$ cat config.mk
export PLATFORM = sky130hd
export DESIGN_NAME = delta_bitpack_stream_decoder
export DESIGN_NICKNAME = d
export VERILOG_FILES = /design/src/hdl/dbp_pkg.sv /design/src/hdl/dbp_front.sv /design/src/hdl/dbp_core.sv /design/src/hdl/delta_bitpack_stream_decoder.sv
export SDC_FILE = /design/constraint.sdc
export NUM_CORES = 2
export LEC_CHECK = 0
export BUFFER_PORTS_ARGS = -buffer_cell sky130_fd_sc_hd__buf_2
export CORE_MARGIN = 3
export CORE_UTILIZATION = 50
export DETAILED_ROUTE_END_ITERATION = 10
export PLACE_DENSITY = 0.68
export SETUP_SLACK_MARGIN = 0.1
export SLEW_MARGIN = 10
export SYNTH_ARGS = -nofsm -noshare
export SYNTH_HDL_FRONTEND = slang
export SYNTH_SLANG_ARGS = --single-unit
$ cat constraint.sdc
create_clock -name clk -period 18.05 [get_ports clk]
set_input_delay 2.7075 -clock clk [delete_from_list [all_inputs] [get_ports clk]]
set_output_delay 2.7075 -clock clk [all_outputs]
set_load 0.005 [all_outputs]
$ cat src/hdl/dbp_pkg.sv
// ----------------------------------------------------------------------------
// dbp_pkg
// Shared types and constants of the delta bit-packed stream decoder.
// ----------------------------------------------------------------------------
package dbp_pkg;

    // Depth of the byte queue between the front and back parts.
    localparam int QUEUE_DEPTH = 4;

    // Header limits.
    localparam int MAX_MINI_BLOCKS  = 16;
    localparam int MAX_BLOCK_VALUES = 64;
    localparam int MAX_RESULTS      = 64;
    localparam int MAX_BIT_WIDTH    = 32;

    // Error codes carried with a result.
    localparam logic [1:0] ERR_NONE   = 2'd0;
    localparam logic [1:0] ERR_HEADER = 2'd1;
    localparam logic [1:0] ERR_WIDTH  = 2'd2;
    localparam logic [1:0] ERR_EARLY  = 2'd3;

    // Element width selector codes.
    localparam logic [1:0] WSEL_8  = 2'd0;
    localparam logic [1:0] WSEL_16 = 2'd1;
    localparam logic [1:0] WSEL_32 = 2'd2;

    // One queued stream byte.
    typedef struct packed {
        logic       eos;
        logic [7:0] data;
    } byte_item_t;

    // One result beat.
    typedef struct packed {
        logic [63:0] value;
        logic        last;
        logic        complete;
        logic [1:0]  err;
    } result_t;

    // Mask for the configured element width.
    function automatic logic [63:0] width_mask(input logic [1:0] sel);
        logic [63:0] m;
        case (sel)
            WSEL_8:  m = 64'h0000_0000_0000_00FF;
            WSEL_16: m = 64'h0000_0000_0000_FFFF;
            WSEL_32: m = 64'h0000_0000_FFFF_FFFF;
            default: m = '1;
        endcase
        return m;
    endfunction

endpackage

$ cat src/hdl/dbp_front.sv
// ----------------------------------------------------------------------------
// dbp_front
// Accepts stream beats, tags each byte with its end-of-stream mark and holds
// them in a short queue for the decode engine.
// ----------------------------------------------------------------------------
module dbp_front (
    input  logic                clk,
    input  logic                rst_n,
    input  logic                in_valid,
    output logic                in_ready,
    input  logic [7:0]          in_data,
    input  logic                in_eos,
    output logic                q_valid,
    output dbp_pkg::byte_item_t q_item,
    input  logic                q_pop
);

    localparam int PW = $clog2(dbp_pkg::QUEUE_DEPTH);
    localparam int CW = $clog2(dbp_pkg::QUEUE_DEPTH + 1);

    dbp_pkg::byte_item_t mem_reg [dbp_pkg::QUEUE_DEPTH];
    logic [PW-1:0] wr_ptr_reg, rd_ptr_reg;
    logic [CW-1:0] count_reg;
    logic          push, pop;

    assign in_ready = (count_reg != CW'(dbp_pkg::QUEUE_DEPTH));
    assign push     = in_valid && in_ready;
    assign q_valid  = (count_reg != '0);
    assign pop      = q_pop && q_valid;
    assign q_item   = mem_reg[rd_ptr_reg];

    // Queue storage.
    always_ff @(posedge clk)
    begin
        if (push)
        begin
            mem_reg[wr_ptr_reg] <= '{eos: in_eos, data: in_data};
        end
    end

    // Pointers and fill count.
    always_ff @(posedge clk or negedge rst_n)
    begin
        if (!rst_n)
        begin
            wr_ptr_reg <= '0;
            rd_ptr_reg <= '0;
            count_reg  <= '0;
        end
        else
        begin
            if (push)
            begin
                wr_ptr_reg <= PW'((32'(wr_ptr_reg) + 1) % dbp_pkg::QUEUE_DEPTH);
            end
            if (pop)
            begin
                rd_ptr_reg <= PW'((32'(rd_ptr_reg) + 1) % dbp_pkg::QUEUE_DEPTH);
            end
            if (push && !pop)
            begin
                count_reg <= count_reg + 1'b1;
            end
            else if (pop && !push)
            begin
                count_reg <= count_reg - 1'b1;
            end
        end
    end

    a_count_range: assert property (@(posedge clk) disable iff (!rst_n)
        count_reg <= CW'(dbp_pkg::QUEUE_DEPTH))
        else $error("queue count out of range");
    a_no_push_full: assert property (@(posedge clk) disable iff (!rst_n)
        (count_reg == CW'(dbp_pkg::QUEUE_DEPTH)) && !pop |=> count_reg == $past(count_reg))
        else $error("queue grew while full");
    a_ptr_gap: assert property (@(posedge clk) disable iff (!rst_n)
        (count_reg == '0) |-> (wr_ptr_reg == rd_ptr_reg))
        else $error("empty queue with pointer gap");

endmodule

$ cat src/hdl/dbp_core.sv
// ----------------------------------------------------------------------------
// dbp_core
// Decode engine: parses header and block fields, unpacks deltas one value per
// cycle unless output stalls, staging results so a byte's final one has last.
// ----------------------------------------------------------------------------
module dbp_core (
    input  logic                clk,
    input  logic                rst_n,
    input  logic [1:0]          width_sel,
    input  logic                q_valid,
    input  dbp_pkg::byte_item_t q_item,
    output logic                q_pop,
    output logic                out_valid,
    output dbp_pkg::result_t    out_item,
    input  logic                out_ready
);

    typedef enum logic [3:0] {
        PH_BLOCK       = 4'd0,
        PH_MINI        = 4'd1,
        PH_TOTAL       = 4'd2,
        PH_FIRST       = 4'd3,
        PH_MIN_DELTA   = 4'd4,
        PH_WIDTHS      = 4'd5,
        PH_PAYLOAD_LEN = 4'd6,
        PH_PAYLOAD     = 4'd7,
        PH_DONE        = 4'd8,
        PH_ERROR       = 4'd9
    } phase_t;

    typedef enum logic [2:0] {
        S_IDLE,
        S_DIV,
        S_DRAIN,
        S_END,
        S_EOS,
        S_FLUSH
    } state_t;

    state_t           state_reg, state_next;
    phase_t           phase_reg, phase_next;
    logic [31:0]      acc_reg, acc_next;
    logic [5:0]       shift_reg, shift_next;
    logic [31:0]      block_reg, block_next;
    logic [31:0]      mini_reg, mini_next;
    logic [4:0]       mcount_reg, mcount_next;
    logic [31:0]      total_reg, total_next;
    logic [31:0]      decoded_reg, decoded_next;
    logic [63:0]      running_reg, running_next;
    logic [31:0]      min_reg, min_next;
    logic [31:0]      payload_reg, payload_next;
    logic [63:0]      buf_reg, buf_next;
    logic [6:0]       bc_reg, bc_next;
    logic [4:0]       mi_reg, mi_next;
    logic [6:0]       vim_reg, vim_next;
    logic [6:0]       vib_reg, vib_next;
    logic [10:0]      start_reg, start_next;
    logic [6:0]       rem_reg, rem_next;
    logic [4:0]       q_reg, q_next;
    logic             eos_reg, eos_next;
    logic             ctx_reg, ctx_next;
    logic [6:0]       cnt_reg, cnt_next;
    logic             pend_valid_reg, pend_valid_next;
    dbp_pkg::result_t pend_reg, pend_next;
    logic             out_valid_reg, out_valid_next;
    dbp_pkg::result_t out_reg, out_next;
    logic [5:0]       wtab [dbp_pkg::MAX_MINI_BLOCKS];

    logic             tbl_we;
    logic [3:0]       tbl_idx;
    logic [5:0]       tbl_d;
    logic             emit_req;
    dbp_pkg::result_t emit_res;
    logic             out_free, can_emit;
    logic [7:0]       b;
    logic [31:0]      vacc;
    logic             vdone;
    logic             finished;
    logic [5:0]       w;
    logic [31:0]      wmask, adj, left;
    logic [63:0]      mask, sum;
    logic [6:0]       diff, cntv;
    logic             incomplete;

    assign out_valid = out_valid_reg;
    assign out_item  = out_reg;
    assign out_free  = !out_valid_reg || out_ready;
    assign can_emit  = !pend_valid_reg || out_free;
    assign mask      = dbp_pkg::width_mask(width_sel);

    // Varint byte merge.
    assign b     = q_item.data;
    assign vacc  = acc_reg | ((shift_reg < 6'd32) ? (32'(b[6:0]) << shift_reg[4:0]) : 32'd0);
    assign vdone = !b[7];

    // Unpack step terms.
    assign finished = (mi_reg >= mcount_reg) || (start_reg >= {4'b0, vib_reg});
    assign w        = wtab[mi_reg[3:0]];
    assign wmask    = (w >= 6'd32) ? 32'hFFFF_FFFF : ((32'd1 << w[4:0]) - 32'd1);
    assign adj      = buf_reg[31:0] & wmask;
    assign sum      = (running_reg + {32'b0, adj} + {32'b0, min_reg}) & mask;
    assign diff     = vib_reg - start_reg[6:0];
    assign cntv     = (diff < mini_reg[6:0]) ? diff : mini_reg[6:0];
    assign left     = total_reg - decoded_reg;
    assign incomplete = (phase_reg != PH_DONE) && (phase_reg != PH_ERROR) &&
                        ((phase_reg < PH_MIN_DELTA) || (decoded_reg < total_reg));

    // Next-state logic.
    always_comb
    begin
        state_next      = state_reg;
        phase_next      = phase_reg;
        acc_next        = acc_reg;
        shift_next      = shift_reg;
        block_next      = block_reg;
        mini_next       = mini_reg;
        mcount_next     = mcount_reg;
        total_next      = total_reg;
        decoded_next    = decoded_reg;
        running_next    = running_reg;
        min_next        = min_reg;
        payload_next    = payload_reg;
        buf_next        = buf_reg;
        bc_next         = bc_reg;
        mi_next         = mi_reg;
        vim_next        = vim_reg;
        vib_next        = vib_reg;
        start_next      = start_reg;
        rem_next        = rem_reg;
        q_next          = q_reg;
        eos_next        = eos_reg;
        ctx_next        = ctx_reg;
        cnt_next        = cnt_reg;
        pend_valid_next = pend_valid_reg;
        pend_next       = pend_reg;
        out_valid_next  = out_valid_reg && !out_ready;
        out_next        = out_reg;
        tbl_we          = 1'b0;
        tbl_idx         = mi_reg[3:0];
        tbl_d           = b[5:0];
        emit_req        = 1'b0;
        emit_res        = '0;
        q_pop           = 1'b0;

        case (state_reg)
            S_IDLE:
            begin
                if (q_valid)
                begin
                    q_pop      = 1'b1;
                    eos_next   = q_item.eos;
                    ctx_next   = 1'b0;
                    cnt_next   = '0;
                    state_next = S_END;
                    // Varint fields share the accumulator.
                    if (phase_reg inside {PH_BLOCK, PH_MINI, PH_TOTAL, PH_FIRST,
                                          PH_MIN_DELTA, PH_PAYLOAD_LEN})
                    begin
                        if (vdone)
                        begin
                            acc_next   = '0;
                            shift_next = '0;
                        end
                        else
                        begin
                            acc_next   = vacc;
                            shift_next = (shift_reg >= 6'd28) ? 6'd35 : shift_reg + 6'd7;
                        end
                    end
                    case (phase_reg)
                        PH_BLOCK:
                        begin
                            if (vdone)
                            begin
                                block_next = vacc;
                                phase_next = PH_MINI;
                            end
                        end
                        PH_MINI:
                        begin
                            if (vdone)
                            begin
                                mini_next  = vacc;
                                phase_next = PH_TOTAL;
                            end
                        end
                        PH_TOTAL:
                        begin
                            if (vdone)
                            begin
                                total_next = vacc;
                                phase_next = PH_FIRST;
                            end
                        end
                        PH_FIRST:
                        begin
                            if (vdone)
                            begin
                                running_next = {32'b0, vacc};
                                if (mini_reg == '0 || block_reg == '0 ||
                                    block_reg > 32'(dbp_pkg::MAX_BLOCK_VALUES))
                                begin
                                    emit_req   = 1'b1;
                                    emit_res   = '{value: '0, last: 1'b0, complete: 1'b0,
                                                   err: dbp_pkg::ERR_HEADER};
                                    phase_next = PH_ERROR;
                                end
                                else
                                begin
                                    rem_next   = block_reg[6:0];
                                    q_next     = '0;
                                    state_next = S_DIV;
                                end
                            end
                        end
                        PH_MIN_DELTA:
                        begin
                            if (vdone)
                            begin
                                min_next   = vacc;
                                mi_next    = '0;
                                phase_next = PH_WIDTHS;
                            end
                        end
                        PH_WIDTHS:
                        begin
                            if (b > 8'(dbp_pkg::MAX_BIT_WIDTH))
                            begin
                                emit_req   = 1'b1;
                                emit_res   = '{value: '0, last: 1'b0, complete: 1'b0,
                                               err: dbp_pkg::ERR_WIDTH};
                                phase_next = PH_ERROR;
                            end
                            else
                            begin
                                tbl_we  = 1'b1;
                                mi_next = mi_reg + 5'd1;
                                if (mi_reg + 5'd1 >= mcount_reg)
                                begin
                                    phase_next = PH_PAYLOAD_LEN;
                                end
                            end
                        end
                        PH_PAYLOAD_LEN:
                        begin
                            if (vdone)
                            begin
                                payload_next = vacc;
                                vib_next     = (block_reg < left) ? block_reg[6:0] : left[6:0];
                                mi_next      = '0;
                                vim_next     = '0;
                                start_next   = '0;
                                buf_next     = '0;
                                bc_next      = '0;
                                phase_next   = PH_PAYLOAD;
                                ctx_next     = 1'b1;
                                state_next   = S_DRAIN;
                            end
                        end
                        PH_PAYLOAD:
                        begin
                            payload_next = payload_reg - 32'd1;
                            if (!finished && bc_reg <= 7'd56)
                            begin
                                buf_next = buf_reg | ({56'b0, b} << bc_reg[5:0]);
                                bc_next  = bc_reg + 7'd8;
                            end
                            ctx_next   = 1'b1;
                            state_next = S_DRAIN;
                        end
                        default:
                        begin
                        end
                    endcase
                end
            end

            // Block over mini size, one subtraction per cycle.
            S_DIV:
            begin
                if ({25'b0, rem_reg} >= mini_reg)
                begin
                    if (q_reg == 5'(dbp_pkg::MAX_MINI_BLOCKS))
                    begin
                        if (can_emit)
                        begin
                            emit_req   = 1'b1;
                            emit_res   = '{value: '0, last: 1'b0, complete: 1'b0,
                                           err: dbp_pkg::ERR_HEADER};
                            phase_next = PH_ERROR;
                            state_next = S_END;
                        end
                    end
                    else
                    begin
                        rem_next = rem_reg - mini_reg[6:0];
                        q_next   = q_reg + 5'd1;
                    end
                end
                else if (can_emit)
                begin
                    emit_req   = 1'b1;
                    state_next = S_END;
                    if (q_reg == '0)
                    begin
                        emit_res   = '{value: '0, last: 1'b0, complete: 1'b0,
                                       err: dbp_pkg::ERR_HEADER};
                        phase_next = PH_ERROR;
                    end
                    else
                    begin
                        mcount_next  = q_reg;
                        running_next = running_reg & mask;
                        decoded_next = 32'd1;
                        emit_res     = '{value: running_reg & mask, last: 1'b0,
                                         complete: (total_reg <= 32'd1),
                                         err: dbp_pkg::ERR_NONE};
                        phase_next   = (total_reg <= 32'd1) ? PH_DONE : PH_MIN_DELTA;
                    end
                end
            end

            // One unpacked value per cycle while a result can be emitted.
            S_DRAIN:
            begin
                if (finished ||
                    (w != '0 && {1'b0, bc_reg} < {2'b0, w} && payload_reg != '0))
                begin
                    state_next = S_END;
                end
                else if (can_emit)
                begin
                    if (w != '0)
                    begin
                        if ({1'b0, bc_reg} >= {2'b0, w})
                        begin
                            buf_next = buf_reg >> w;
                            bc_next  = bc_reg - {1'b0, w};
                        end
                        else
                        begin
                            buf_next = '0;
                            bc_next  = '0;
                        end
                    end
                    running_next = (w != '0) ? sum : ((running_reg + {32'b0, min_reg}) & mask);
                    decoded_next = decoded_reg + 32'd1;
                    emit_req     = 1'b1;
                    emit_res     = '{value: running_next, last: 1'b0,
                                     complete: (decoded_reg + 32'd1 == total_reg),
                                     err: dbp_pkg::ERR_NONE};
                    if ({1'b0, vim_reg} + 8'd1 >= {1'b0, cntv})
                    begin
                        mi_next    = mi_reg + 5'd1;
                        vim_next   = '0;
                        start_next = start_reg + {4'b0, mini_reg[6:0]};
                    end
                    else
                    begin
                        vim_next = vim_reg + 7'd1;
                    end
                end
            end

            // Close the block once its payload is used up.
            S_END:
            begin
                if (ctx_reg && payload_reg == '0)
                begin
                    buf_next   = '0;
                    bc_next    = '0;
                    phase_next = (decoded_reg >= total_reg) ? PH_DONE : PH_MIN_DELTA;
                end
                state_next = S_EOS;
            end

            // On an end-of-stream byte, flag a short stream and restart; else go to flush.
            S_EOS:
            begin
                if (!eos_reg)
                begin
                    state_next = S_FLUSH;
                end
                else if (!incomplete || cnt_reg == 7'(dbp_pkg::MAX_RESULTS) || can_emit)
                begin
                    if (incomplete)
                    begin
                        if (cnt_reg == 7'(dbp_pkg::MAX_RESULTS))
                        begin
                            pend_next = '{value: '0, last: 1'b0, complete: 1'b0,
                                          err: dbp_pkg::ERR_EARLY};
                        end
                        else
                        begin
                            emit_req = 1'b1;
                            emit_res = '{value: '0, last: 1'b0, complete: 1'b0,
                                         err: dbp_pkg::ERR_EARLY};
                        end
                    end
                    phase_next   = PH_BLOCK;
                    acc_next     = '0;
                    shift_next   = '0;
                    block_next   = '0;
                    mini_next    = '0;
                    mcount_next  = '0;
                    total_next   = '0;
                    decoded_next = '0;
                    running_next = '0;
                    min_next     = '0;
                    payload_next = '0;
                    buf_next     = '0;
                    bc_next      = '0;
                    mi_next      = '0;
                    vim_next     = '0;
                    vib_next     = '0;
                    start_next   = '0;
                    state_next   = S_FLUSH;
                end
            end

            // Hand over the held result marked as the last of this byte.
            S_FLUSH:
            begin
                if (!pend_valid_reg)
                begin
                    state_next = S_IDLE;
                end
                else if (out_free)
                begin
                    out_next        = pend_reg;
                    out_next.last   = 1'b1;
                    out_valid_next  = 1'b1;
                    pend_valid_next = 1'b0;
                    state_next      = S_IDLE;
                end
            end

            default:
            begin
                state_next = S_IDLE;
            end
        endcase

        // A new result pushes the held one to the output register.
        if (emit_req)
        begin
            if (pend_valid_reg)
            begin
                out_next       = pend_reg;
                out_next.last  = 1'b0;
                out_valid_next = 1'b1;
            end
            pend_next       = emit_res;
            pend_valid_next = 1'b1;
            cnt_next        = cnt_reg + 7'd1;
        end
    end

    // Bit width table.
    always_ff @(posedge clk)
    begin
        if (tbl_we)
        begin
            wtab[tbl_idx] <= tbl_d;
        end
    end

    // State and registered outputs.
    always_ff @(posedge clk or negedge rst_n)
    begin
        if (!rst_n)
        begin
            state_reg      <= S_IDLE;
            phase_reg      <= PH_BLOCK;
            acc_reg        <= '0;
            shift_reg      <= '0;
            block_reg      <= '0;
            mini_reg       <= '0;
            mcount_reg     <= '0;
            total_reg      <= '0;
            decoded_reg    <= '0;
            running_reg    <= '0;
            min_reg        <= '0;
            payload_reg    <= '0;
            buf_reg        <= '0;
            bc_reg         <= '0;
            mi_reg         <= '0;
            vim_reg        <= '0;
            vib_reg        <= '0;
            start_reg      <= '0;
            rem_reg        <= '0;
            q_reg          <= '0;
            eos_reg        <= 1'b0;
            ctx_reg        <= 1'b0;
            cnt_reg        <= '0;
            pend_valid_reg <= 1'b0;
            out_valid_reg  <= 1'b0;
        end
        else
        begin
            state_reg      <= state_next;
            phase_reg      <= phase_next;
            acc_reg        <= acc_next;
            shift_reg      <= shift_next;
            block_reg      <= block_next;
            mini_reg       <= mini_next;
            mcount_reg     <= mcount_next;
            total_reg      <= total_next;
            decoded_reg    <= decoded_next;
            running_reg    <= running_next;
            min_reg        <= min_next;
            payload_reg    <= payload_next;
            buf_reg        <= buf_next;
            bc_reg         <= bc_next;
            mi_reg         <= mi_next;
            vim_reg        <= vim_next;
            vib_reg        <= vib_next;
            start_reg      <= start_next;
            rem_reg        <= rem_next;
            q_reg          <= q_next;
            eos_reg        <= eos_next;
            ctx_reg        <= ctx_next;
            cnt_reg        <= cnt_next;
            pend_valid_reg <= pend_valid_next;
            out_valid_reg  <= out_valid_next;
        end
    end

    // Result payload registers.
    always_ff @(posedge clk)
    begin
        pend_reg <= pend_next;
        out_reg  <= out_next;
    end

    a_idle_empty: assert property (@(posedge clk) disable iff (!rst_n)
        (state_reg == S_IDLE) |-> !pend_valid_reg)
        else $error("held result left over at byte start");
    a_count_cap: assert property (@(posedge clk) disable iff (!rst_n)
        cnt_reg <= 7'(dbp_pkg::MAX_RESULTS))
        else $error("too many results for one byte");
    a_div_bound: assert property (@(posedge clk) disable iff (!rst_n)
        (state_reg == S_DIV) |-> q_reg <= 5'(dbp_pkg::MAX_MINI_BLOCKS))
        else $error("mini block quotient overran");
    a_pop_idle: assert property (@(posedge clk) disable iff (!rst_n)
        q_pop |-> (state_reg == S_IDLE))
        else $error("byte taken while busy");

endmodule

$ cat src/hdl/delta_bitpack_stream_decoder.sv
// ----------------------------------------------------------------------------
// delta_bitpack_stream_decoder
// Decodes a delta bit-packed column from a byte stream into elements.
// ----------------------------------------------------------------------------
// Usage:
//   s_* carries one stream byte per beat in s_tdata, with s_tlast on the final
//   byte of the encoded stream. m_* returns decoded elements in m_tdata; tlast
//   marks the final result caused by one input byte, tuser carries the
//   completion flag and the error code. cfg_wr_en/cfg_wr_data set the element
//   width; write it only while the decoder is idle.
//   Bytes enter a four-entry queue, so the source keeps moving while the
//   decode engine works. The engine takes each byte through its idle, end,
//   end-of-stream and flush states; a byte that ends the header first runs
//   the mini block quotient pass, and a byte that starts or feeds an unpack
//   pass emits its values in turn, so bytes holding many narrow deltas take
//   longer. The first result of a byte is staged and reaches the output
//   register when the next result or the flush passes it on.
//   Reset empties the queue, clears all results and sets the width to 32
//   bits. A stalled receiver holds the output register and one staged result;
//   the engine then waits and the queue fills before s_tready drops.
//   After a byte marked tlast the decoder restarts for a new stream.
// ----------------------------------------------------------------------------
module delta_bitpack_stream_decoder (
    input  logic        clk,
    input  logic        rst_n,
    input  logic        s_tvalid,
    output logic        s_tready,
    input  logic [7:0]  s_tdata,    // [7:0] stream_byte
    input  logic        s_tlast,    // end_of_stream
    output logic        m_tvalid,
    input  logic        m_tready,
    output logic [63:0] m_tdata,    // [63:0] value
    output logic        m_tlast,    // last_in_run
    output logic [2:0]  m_tuser,    // [0] stream_complete, [2:1] error_code
    input  logic        cfg_wr_en,
    input  logic [1:0]  cfg_wr_data // value_width_sel
);

    logic [1:0]          wsel_reg;
    logic                q_valid, q_pop;
    dbp_pkg::byte_item_t q_item;
    dbp_pkg::result_t    res;

    // Element width register.
    always_ff @(posedge clk or negedge rst_n)
    begin
        if (!rst_n)
        begin
            wsel_reg <= dbp_pkg::WSEL_32;
        end
        else if (cfg_wr_en)
        begin
            wsel_reg <= cfg_wr_data;
        end
    end

    dbp_front u_front (
        .clk      (clk),
        .rst_n    (rst_n),
        .in_valid (s_tvalid),
        .in_ready (s_tready),
        .in_data  (s_tdata),
        .in_eos   (s_tlast),
        .q_valid  (q_valid),
        .q_item   (q_item),
        .q_pop    (q_pop)
    );

    dbp_core u_core (
        .clk       (clk),
        .rst_n     (rst_n),
        .width_sel (wsel_reg),
        .q_valid   (q_valid),
        .q_item    (q_item),
        .q_pop     (q_pop),
        .out_valid (m_tvalid),
        .out_item  (res),
        .out_ready (m_tready)
    );

    // Output beat fields.
    assign m_tdata = res.value;
    assign m_tlast = res.last;
    assign m_tuser = {res.err, res.complete};

endmodule

==> flow_summary.ini <==
[power]
switching_share = 0.4695
internal_power_mw = 5.127
p_sw_mw = 4.538
p_per_area_mw_per_mm2 = 189.4
p_comb_frac = 0.552
ir_worst_vdd_mv = 0.1195
p_leak_nw = 21.47
power_mw = 9.665
p_seq_frac = 0.274
clockPowerShare = 0.174

[critical_path]
worstRegToRegCells = 29
arrival_ns = 10.24
cp_slowest_cell = o22ai_1
rrSetupSlack_ns = 8.34
crit_fanout = 62
path_class = flop to flop
timing.rr.end = u_core.pend_reg[60]
cp.required_ns = 18.58
start_kind = flop
end_kind = flop
max_stage_delay_ns = 0.81
rr_startpoint = u_core.mi_reg[0]
cpMostUsedCell = nand2_1

[clock_network]
clk_latency_ns = 0.69
clkSlewWorstSetupHoldPaths_ns = 0.07
cts_tree = built
hold_buffers = 0
clock_path_buffers = 3
cts_setup_buffers = 0
cts.sinks = 706
h-tree-depth = 3
cts_resized = 0
root_buffer = clkbuf_16
numCtsBuffers = 78

[detailed_routing]
initialDrtViolationCount = 4462
viasPerCell = 6.378
routed_wl_mm = 147.8
vias = 39810
detail-route-antenna-nets = 0
drcViolationCount = 0
dr.pass1.iters = 8
wire_per_inst_microns = 23.68

[finish]
drive_gt1_frac = 0.1081
layoutNonFillerInstCount = 6241
fill_cells = 8281
area_growth_pct = 8.919
nNetsFinal = 5187
multi_input_area_sq_mm = 0.02624
seqCellArea_sq_mm = 0.01901
final_util = 0.5533
largest_reg_flops = 96
fin_area_sq_mm = 0.05102

[floorplan]
ios = 86
die_area_sq_mm = 0.09739
die_h_microns = 312.1
die_w_microns = 312.1
core_sq_mm = 0.09222
initial_utilization = 0.5080
num_rows = 111

[global_routing]
grt_first_pass_wirelength_mm = 227.5
antenna_found_initial = 2
grt_max_degree = 88
grt_overflow_total = 0
grt_pass1_vias = 37870
grt.total_usage = 0.2971

[placement]
hpwl_mm = 107.7
dp.cells = 6092
place_congestion = 1.000
io_buffers = 85
pre_cts_ws_ns = 8.610
postPlaceCellArea_sq_mm = 0.04833

[synthesis]
netlist_top_cells_count = nand2_1, dfrtp_1, o21ai_0
synth_area_sq_mm = 0.04684
synth_warnings = 0
ys_seq_area_frac = 0.4057
synth_flop_cell = dfrtp_1
ys_top_cells_by_area = dfrtp_1, edfxtp_1, ha_1, mux2i_1, nand2_1
yosys.area.top_type = dfrtp_1
ys_types = 95
synth.net_count = 5233
synth_most_common_cell = nand2_1
synthArstFlopShare = 0.6218
synthCells = 4975
synth.avg_cell_area_sq_um = 9.416
synth-seq-cells = 706
synth_edf_count = 267
synth_top_cell_area_share = 0.2340

[sta]
setup_tns_ns = 0
max_freq_mhz = 103.0
layout_setup_ws_ns = 8.337
timing.hold.ws_ns = 0.4797
skew_ns = 0.03497
setup_viol = 0
rsz0062_at_grt = false
maxSlewHeadroom = 0.1388
slew_viol_final = 0
finalCritPeriodShare = 0.5381
final_hold_viol_count = 0
min_period_ns = 9.713
max_slew.worst_pin.slew_ns = 1.287

[run_status]
status = finished, final reports clean

[worst_hold_path]
hold_path_end = u_core.acc_reg[21]
whs_path_depth = 2
min_path_type = flop to flop
hp-start = u_core.acc_reg[21]

[run]
max-cap-violations = 0
[worst max-delay path: cells and delay by family (launching register included)]
kind | cells | cell delay (ns)
adder cells (fa/ha/maj) | 3 | 1.22
multiplexers | 3 | 0.91
flip-flops | 1 | 0.34
AND/OR/NAND/NOR | 9 | 2.42
buffers and inverters | 4 | 1.59
AO/OA/AOI/OAI | 10 | 2.97
[worst max path at each step]
stage	startpoint	to	slack (ns)	cells past startpoint
detailed placement	u_core.mi_reg[0]	u_core.pend_reg[60]	8.61	29
floorplan	u_core.mi_reg[0]	u_core.pend_reg[63]	10.31	34
global route	u_core.mi_reg[0]	u_core.pend_reg[60]	7.74	29
CTS	u_core.mi_reg[0]	u_core.pend_reg[60]	8.62	29
global placement	u_core.mi_reg[0]	u_core.pend_reg[60]	8.80	29
finish	u_core.mi_reg[0]	u_core.pend_reg[60]	8.34	29
[power by group through the flow]
stage | combinational (mW) | sequential (mW) | clock [mW]
6_report | 5.33 | 2.64 | 1.69
5_1_grt | 5.82 | 2.69 | 1.77
4_1_cts | 5.25 | 2.63 | 1.71
3_5_place_dp | 5.23 | 2.66 | 0
3_3_place_gp | 5.15 | 2.65 | 0
2_1_floorplan | 3.79 | 2.49 | 0
[final cells by class]
type	instances	share of cell area
diodes	3	0.0001471
clock buffers	101	0.04154
clock inverters	45	0.01111
inverters	155	0.01143
multi-input cells	3835	0.5142
flip-flops and latches	706	0.3725
well taps	1243	0.03048
repair buffers	153	0.01854
[logic make-up (layout without fill, tap and decap cells)]
logic type / after synthesis / in the layout / synth area share
flops: 706 / 706 / 0.4057
simple gates: 1605 / 1605 / 0.1604
mux: 444 / 444 / 0.1093
buf+inv: 434 / 454 / 0.03673
other cells: 0 / 3 / 0
compound gates: 1373 / 1373 / 0.1849
xor+xnor: 171 / 171 / 0.03197
fa+ha+maj: 242 / 242 / 0.07105
[cell usage in the layout (no fill, tap or decap), types with 33 or more instances in the layout]
cell,n
mux2i_1,247
nand2b_1,45
or3_1,33
and2_1,104
fa_1,40
nor4_1,38
mux4_2,38
inv_1,147
and3_1,48
o22ai_1,44
xor2_1,58
ha_1,202
a21o_1,90
mux2_2,156
nor3_1,98
a211oi_1,33
xnor2_1,113
buf_2,84
edfxtp_1,267
o21ai_0,392
nor2_1,371
nand3_1,115
nor2b_1,42
a22o_1,46
nand4_1,60
nand2_1,582
dfrtp_1,437
clkbuf_16,79
o31ai_1,49
buf_4,68
a31oi_1,43
a21oi_1,359
[layer usage]
metal	track usage	share of wire	up-vias	wire [microns]
li1	-	-	18200	-
met1	0.4368	0.44	19340	65070
met2	0.4374	0.43	1926	63310
met3	0.05749	0.094	344	13880
met4	0.1052	0.037	2	5530
met5	0	0.000054	-	8
No activity file was read; power rests on OpenSTA's default activity.
